## src/hdl/tpsd_pkg.sv

```systemverilog
package tpsd_pkg;

  localparam int PALETTE_ENTRIES = 256;
  localparam int PAL_AW = $clog2(PALETTE_ENTRIES);

  // index of the last palette byte, at which loading ends, for 4 and 3 byte entries
  localparam logic [9:0] PAL_END4 = 10'(PALETTE_ENTRIES * 4 - 1);
  localparam logic [9:0] PAL_END3 = 10'(PALETTE_ENTRIES * 3 - 1);

  localparam logic [1:0] KIND_CMAP = 2'd0;
  localparam logic [1:0] KIND_TRUE = 2'd1;

  localparam logic [2:0] REG_IMAGE_KIND        = 3'd0;
  localparam logic [2:0] REG_RLE_COMPRESSED    = 3'd1;
  localparam logic [2:0] REG_PIXEL_HAS_ALPHA   = 3'd2;
  localparam logic [2:0] REG_PALETTE_HAS_ALPHA = 3'd3;
  localparam logic [2:0] REG_IMAGE_WIDTH       = 3'd4;
  localparam logic [2:0] REG_IMAGE_HEIGHT      = 3'd5;
  localparam logic [2:0] REG_TOP_DOWN          = 3'd6;

  localparam logic [7:0] RUN_FLAG     = 8'h80;
  localparam logic [7:0] COUNT_MASK   = 8'h7f;
  localparam logic [7:0] ALPHA_OPAQUE = 8'hff;

  typedef enum logic [2:0] {
    PH_PALETTE = 3'b001,
    PH_HEADER  = 3'b010,
    PH_PIXEL   = 3'b100
  } phase_t;

  typedef struct packed {
    logic [1:0]  image_kind;
    logic        rle_compressed;
    logic        pixel_has_alpha;
    logic        palette_has_alpha;
    logic [15:0] image_width;
    logic [15:0] image_height;
    logic        top_down;
  } cfg_t;

  // one decoded step handed from the byte decoder to the placement stage
  typedef struct packed {
    logic        start;
    logic        zero_dims;
    logic        emit;
    logic        use_palette;
    logic [31:0] rgba;
    logic [7:0]  copies;
  } item_t;

  typedef struct packed {
    logic settling;
    logic wrapping;
  } place_status_t;

  // floor(n / 3) for a 10-bit count, by reciprocal multiply
  function automatic logic [8:0] div3(input logic [9:0] n);
    logic [19:0] p;
    p = 20'(n) * 20'd683;
    return p[19:11];
  endfunction

endpackage

```

## src/hdl/tpsd_place.sv

```systemverilog
module tpsd_place (
  input  logic                    clk,
  input  logic                    rst,
  input  tpsd_pkg::cfg_t          cfg,
  input  logic                    cfg_write,
  input  logic                    item_valid,
  input  tpsd_pkg::item_t         item,
  input  logic [31:0]             pal_rgba,
  output logic                    take,
  output tpsd_pkg::place_status_t status,
  output logic                    out_valid,
  input  logic                    out_ready,
  output logic [7:0]              red,
  output logic [7:0]              green,
  output logic [7:0]              blue,
  output logic [7:0]              alpha,
  output logic [15:0]             dest_row,
  output logic [15:0]             dest_col,
  output logic [7:0]              repeat_count,
  output logic                    last_of_image
);
  import tpsd_pkg::*;

  logic [15:0] row;
  logic [16:0] col;
  logic [31:0] rem;
  logic        done;
  logic        wrapping;
  logic [31:0] total;
  logic [31:0] span;
  logic [1:0]  settle;

  logic [15:0] e_row;
  logic [16:0] e_col;
  logic [31:0] e_rem;
  logic        e_done;
  logic [16:0] width17;
  logic        in_range;
  logic        fire;
  logic        drop;
  logic        last;
  logic [7:0]  rpt;
  logic [31:0] rgba;
  logic [16:0] sum;
  logic [16:0] wsum;
  logic [16:0] col_less_w;

  assign width17 = {1'b0, cfg.image_width};

  assign e_row  = item.start ? 16'd0 : row;
  assign e_col  = item.start ? 17'd0 : col;
  assign e_rem  = item.start ? total : rem;
  assign e_done = item.start ? item.zero_dims : done;

  assign take = item_valid && !wrapping && (!out_valid || out_ready);

  assign in_range = (cfg.image_width != 16'd0) && (e_row < cfg.image_height) &&
                    (e_col < width17);
  assign fire = take && item.emit && !e_done && in_range;
  assign drop = take && item.emit && !e_done && !in_range;

  // rem is the pixel count from the current position to the image end
  assign last = (e_rem <= 32'(item.copies));
  assign rpt  = last ? e_rem[7:0] : item.copies;
  assign rgba = item.use_palette ? pal_rgba : item.rgba;

  assign sum        = e_col + 17'(rpt);
  assign wsum       = sum - width17;
  assign col_less_w = col - width17;

  assign status.settling = (settle != 2'd0);
  assign status.wrapping = wrapping;

  // image size products, refreshed every cycle
  always_ff @(posedge clk) begin
    total <= 32'(cfg.image_width) * 32'(cfg.image_height);
    span  <= 32'(cfg.image_height - row) * 32'(cfg.image_width);
  end

  always_ff @(posedge clk) begin
    if (rst) begin
      row      <= 16'd0;
      col      <= 17'd0;
      rem      <= 32'd0;
      done     <= 1'b0;
      wrapping <= 1'b0;
      settle   <= 2'd0;
    end else begin
      if (cfg_write)            settle <= 2'd2;
      else if (settle != 2'd0)  settle <= settle - 2'd1;
      // new size mid image: rebuild the remaining count from row and column
      if (settle == 2'd1) rem <= span - 32'(col);

      if (wrapping) begin
        col      <= col_less_w;
        row      <= row + 16'd1;
        wrapping <= (col_less_w >= width17);
      end else if (take) begin
        row  <= e_row;
        col  <= e_col;
        rem  <= e_rem;
        done <= e_done | drop;
        if (fire) begin
          if (last) begin
            done <= 1'b1;
            row  <= cfg.image_height;
            col  <= 17'd0;
            rem  <= 32'd0;
          end else begin
            rem <= e_rem - 32'(rpt);
            if (sum < width17) begin
              col <= sum;
            end else begin
              // more rows to cross are stepped one per cycle
              col      <= wsum;
              row      <= e_row + 16'd1;
              wrapping <= (wsum >= width17);
            end
          end
        end
      end
    end
  end

  always_ff @(posedge clk) begin
    if (rst) begin
      out_valid <= 1'b0;
    end else if (fire) begin
      out_valid <= 1'b1;
    end else if (out_ready) begin
      out_valid <= 1'b0;
    end
  end

  always_ff @(posedge clk) begin
    if (fire) begin
      red           <= rgba[31:24];
      green         <= rgba[23:16];
      blue          <= rgba[15:8];
      alpha         <= rgba[7:0];
      dest_row      <= cfg.top_down ? e_row : (cfg.image_height - 16'd1 - e_row);
      dest_col      <= e_col[15:0];
      repeat_count  <= rpt;
      last_of_image <= last;
    end
  end

endmodule

```

## config.mk

```make
export PLATFORM = sky130hd
export DESIGN_NAME = tpsd_place
export DESIGN_NICKNAME = d
export VERILOG_FILES = /design/src/hdl/tpsd_pkg.sv /design/src/hdl/tpsd_place.sv
export SDC_FILE = /design/constraint.sdc
export NUM_CORES = 2
export LEC_CHECK = 0
export ABC_CLOCK_PERIOD_IN_PS = 13100
export BUFFER_PORTS_ARGS = -buffer_cell sky130_fd_sc_hd__buf_4
export CELL_PAD_IN_SITES_DETAIL_PLACEMENT = 0
export CELL_PAD_IN_SITES_GLOBAL_PLACEMENT = 1
export CORE_UTILIZATION = 50
export CTS_BUF_LIST = sky130_fd_sc_hd__clkbuf_4 sky130_fd_sc_hd__clkbuf_8
export DETAILED_ROUTE_END_ITERATION = 7
export MAX_ROUTING_LAYER = met4
export PLACE_DENSITY_LB_ADDON = 0.1
export SLEW_MARGIN = 20
export SYNTH_ARGS = -nofsm -noshare
export SYNTH_HDL_FRONTEND = slang
export SYNTH_SLANG_ARGS = --single-unit
```

## constraint.sdc

```tcl
create_clock -name clk -period 13.1 [get_ports clk]
set_input_delay 3.93 -clock clk [delete_from_list [all_inputs] [get_ports clk]]
set_output_delay 3.93 -clock clk [all_outputs]
set_load 0.01 [all_outputs]
```

; Yosys cells after proc, flatten, opt, wreduce, memory -nomap -nowiden
; Cells that the tools add are included.
[totals]
elab_cells = 93
regBits = 207
out_inout_bits = 77
[classes]
eq_ne = 1
n_mux = 33
bitwise_logic = 2
n_reduce_logical = 20
n_lt_le_gt_ge = 6
n_addsub = 11
mul = 2
[op_table]
columns = cell, n
row1 = $mux W32, 7
row2 = $mux W16, 7
row3 = $mux W17, 6
row4 = $ge A17 B16 Y1, 2
row5 = $lt A17 B16 Y1, 2
row6 = $sub A17 B16 Y17, 2
row7 = $add A16 B1 Y16 const B, 2
row8 = $le A32 B8 Y1, 1
row9 = $mul A16 B16 Y32, 1
row10 = $mul A17 B17 Y32, 1
row11 = $sub A32 B17 Y32, 1
row12 = $sub A32 B8 Y32, 1
row13 = $add A17 B8 Y17, 1
row14 = $sub A16 B16 Y17, 1
row15 = $lt A16 B16 Y1, 1
row16 = $reduce_bool A16 Y1, 1
row17 = $sub A16 B1 Y16 const B, 1
row18 = $sub A16 B16 Y16, 1
row19 = $mux W1, 10
row20 = $logic_and A1 B1 Y1, 8
row21 = $mux W8, 1
row22 = $reduce_bool A2 Y1, 4
row23 = $logic_not A1 Y1, 4
row24 = $mux W2, 2
row25 = 7 further kinds, 7

; Logic depth before layout (Yosys ltp)
[logic_depth]
ltp_word = 11
ltp_mapped = 43
depth_no_buf = 37

; Least setup slack after synthesis
; OpenSTA, ideal clock, no wires.
[synth_timing]
path_kind = input -> register
start = input port cfg[1] (netlist bit)
end = register span[31]
path_buffers = 2
path_slack_ps = 941
arrival_time_ps = 12040
cell_stages = 39
t_required_ps = 12981
cell_sequence = clkbuf_1 > inv_2 > ha_1 > nor2b_1 > o21ai_0 > a21boi_0 > o21ai_0 > a21boi_0 > o21ai_0 > a21boi_0 > o21ai_0 > a211oi_1 > or2_2 > clkbuf_1 > nor3_1 > nand2_1 > fa_1 > inv_1 > [3 not listed] > inv_1 > fa_1 > inv_1 > fa_1 > inv_1 > fa_1 > ha_1 > a21o_1 > a21o_1 > a21o_1 > a21o_1 > a21oi_1 > o211ai_1 > a31oi_1 > a21oi_1 > o21a_1 > nor2_1 > xnor2_1
[synth_between]
elab_chain_len = 2
[synth_rtl]
columns = element, line
row1 = start: declaration, tpsd_place.sv:4  ; input tpsd_pkg::cfg_t cfg,
row2 = $sub A16 B16 Y17, tpsd_place.sv:77  ; span <= 32'(cfg.image_height - row) * 32'(cfg.image_width);
row3 = $mul A17 B17 Y32, tpsd_place.sv:77
row4 = end signal: assignment, tpsd_place.sv:77
row5 = end: declaration, tpsd_place.sv:30  ; logic [31:0] span;
; No other way between the ends.
; A chain may end at the register's enable or synchronous reset.

; Final worst setup path
[layout_timing]
start = input port cfg[2] (netlist bit)
end = register span[29]
; The elaborated chain is that of the path after synthesis.

==> results_dict.tcl <==
set metrics [dict create \
    die_x_um 262.9 \
    yosysSeqAreaShare_pct 14.32 \
    synth-edff-count 73 \
    worstMarginPinSlew_ns 1.122 \
    final_common_cell "inv_1" \
    crit_fanout 8 \
    antenna_found_initial 6 \
    clkSinkCount 207 \
    io_pins 196 \
    crit_slowest_cell "fa_1" \
    r2r_cells 39 \
    cts_hold_buffers 0 \
    drive_above_1_share_pct 10.81 \
    start_util_pct 50.59 \
    setup_violations 0 \
    final_cell_mix "679 x inv_1, 466 x fa_1, 406 x nand2_1, 352 x ha_1, 303 x nor2_1" \
    cts_setup_buffers 0 \
    max_freq_mhz 84.17 \
    place_inst 4932 \
    path_common_cell "fa_1" \
    hold_depth 1 \
    required_ns 13.60 \
    instances_no_fill 5014 \
    slew_violations 0 \
    cap_violations 0 \
    track_usage_pct 33.18 \
    path_clk_slew_ns 0.06 \
    period_needed_ns 11.88 \
    cts_tree "built" \
    synth.top_cells.by_area "fa_1 27%, ha_1 13%, dfxtp_1 7.9%" \
    route.detailed.drc 0 \
    port_buffers 190 \
    critPathCaptureType "flip-flop" \
    dr.pass1.iters 5 \
    dp_hpwl_mm 85.33 \
    ys_ff_latch 207 \
    cts_buffers 42 \
    grt_first_pass_wirelength_mm 171.0 \
    synthArstFlopShare_pct 0 \
    yosysWarnings 0 \
    syn2layout_area_growth_pct 10.12 \
    hold_class "flip-flop to flip-flop" \
    gp_congestion 0.9404 \
    setup.worst_path.end "span[29]" \
    multi_input_area_um2 25940 \
    grt_overflow_total 0 \
    core-area_um2 67280 \
    clock_path_buffers 3 \
    cts.repair.resized 0 \
    path_class "input port to flip-flop" \
    r2r-start "row[1]" \
    grt_pass1_vias 29675 \
    row_count 95 \
    nets 5040 \
    seqCellArea_um2 4875 \
    dieArea_um2 69120 \
    nFillCells 6399 \
    synthesis.nets 4878 \
    wl_per_cell_um 21.66 \
    synth_top_area_share_pct 27.41 \
    synthFlopType "dfxtp_1" \
    antenna_left 0 \
    fp.dieH_um 262.9 \
    post-route-period-util_pct 90.70 \
    rsz0062_at_grt "false" \
    via_count 28540 \
    clock_skew_ns 0.07730 \
    grt_max_degree 56 \
    start_kind "input port" \
    cts_root_buf "clkbuf_8" \
    avgViaCountPerCell 5.692 \
    outcome "finished, final reports clean" \
    drtIter0Drc 1999 \
    clk_latency_ns 0.65 \
    crit_start "cfg[2]" \
    r2r-end "span[29]" \
    r2r_setup_slack_ns 4.05 \
    cpPeakStageDelay_ns 0.56 \
    h-tree-depth 2 \
    wirelength_mm 108.6 \
    crit_arrival_ns 12.38 \
    ys_types 92 \
    slew_headroom_pct 25.01 \
    syn_area_um2 34030 \
    hold_viol 0 \
    final.setup.tns_ns 0 \
    synth_top_area_cell "fa_1" \
    synth_cells 3941 \
    avgSynthCellArea_um2 8.636 \
]
-- logic make-up (layout without fill, tap and decap cells) --
group / count (synthesis) / count (layout) / share of synthesized area, %
DFF: 207 / 207 / 14.32
and+or+nand+nor: 1174 / 1174 / 16.15
adders and majority gates: 820 / 820 / 40.41
buffers and inverters: 850 / 1043 / 9.540
xor gates and xnor gates: 196 / 196 / 5.044
muxes: 85 / 85 / 2.735
other: 0 / 7 / 0
AOI/OAI and AO/OA: 609 / 609 / 11.80
-- worst max-delay path, delay by kind of cell --
kind	cells	cell delay (ns)
buffers and inverters	9	0.97
AO/OA/AOI/OAI	16	2.97
adder cells (fa/ha/maj)	8	3.50
AND/OR/NAND/NOR	6	0.96
-- metrics by stage --
step / hold slack [ns] / setup WS, ns / cell area, um2 / util, %
2_1_floorplan: 0.4497 / 0.9410 / 34030 / -
3_3_place_gp: 0.4793 / 0.6316 / 36620 / 54.43
3_5_place_dp: 0.4782 / 0.6642 / 36620 / 54.43
4_1_cts: 0.4862 / 1.315 / 37460 / 55.68
5_1_grt: 0.5180 / 0.5922 / 37470 / 55.70
6_report: 0.4800 / 1.219 / 37480 / 55.71
-- worst min path at each step --
stage,startpoint,endpoint,slack [ns]
detailed placement,settle[0],settle[0],0.48
floorplan,settle[0],settle[0],0.45
global placement,settle[0],settle[0],0.48
global route,settle[0],settle[0],0.52
finish,settle[0],settle[0],0.48
CTS,settle[0],settle[0],0.49
-- cells in the mapped netlist (all sizes together), types with 28 or more instances --
library cell,n
xor2,63
edfxtp,73
a31oi,40
ha,352
a21oi,157
inv,684
a21o,50
o21ai,124
o21a,28
mux2i,39
nand2,407
nand2b,37
nor2,304
nor4,35
dfxtp,134
clkbuf,126
mux2,46
fa,466
nor3,91
buf,33
nand3,67
xnor2,133
and2,99
-- sequential cells by signal, indices dropped and copies added (netlist names), 16 cells and up --
register and flops:
rem 32, dest_col 16, row 16, dest_row 16, total 32, col 17, span 32
-- cell type report --
cell class / count / area share [%]
clock inverter: 14 / 0.2404
clock buffer: 61 / 2.006
tap: 873 / 2.915
multi-input combinational: 2884 / 69.21
inverter: 691 / 6.924
timing repair buffer: 277 / 5.649
antenna: 7 / 0.04674
sequential: 207 / 13.01
-- metal layers --
layer / GRT usage (%) / wire length (um) / vias up
li1: - / - / 13168
met1: 40.44 / 44640 / 14134
met2: 56.00 / 52970 / 1008
met3: 4.057 / 6483 / 230
met4: 13.09 / 4502 / 0
met5: - / 0 / -
Power is left out: the tool's default activity adds up to more than one toggle a clock period on the data nets, which glitch-free logic cannot reach.
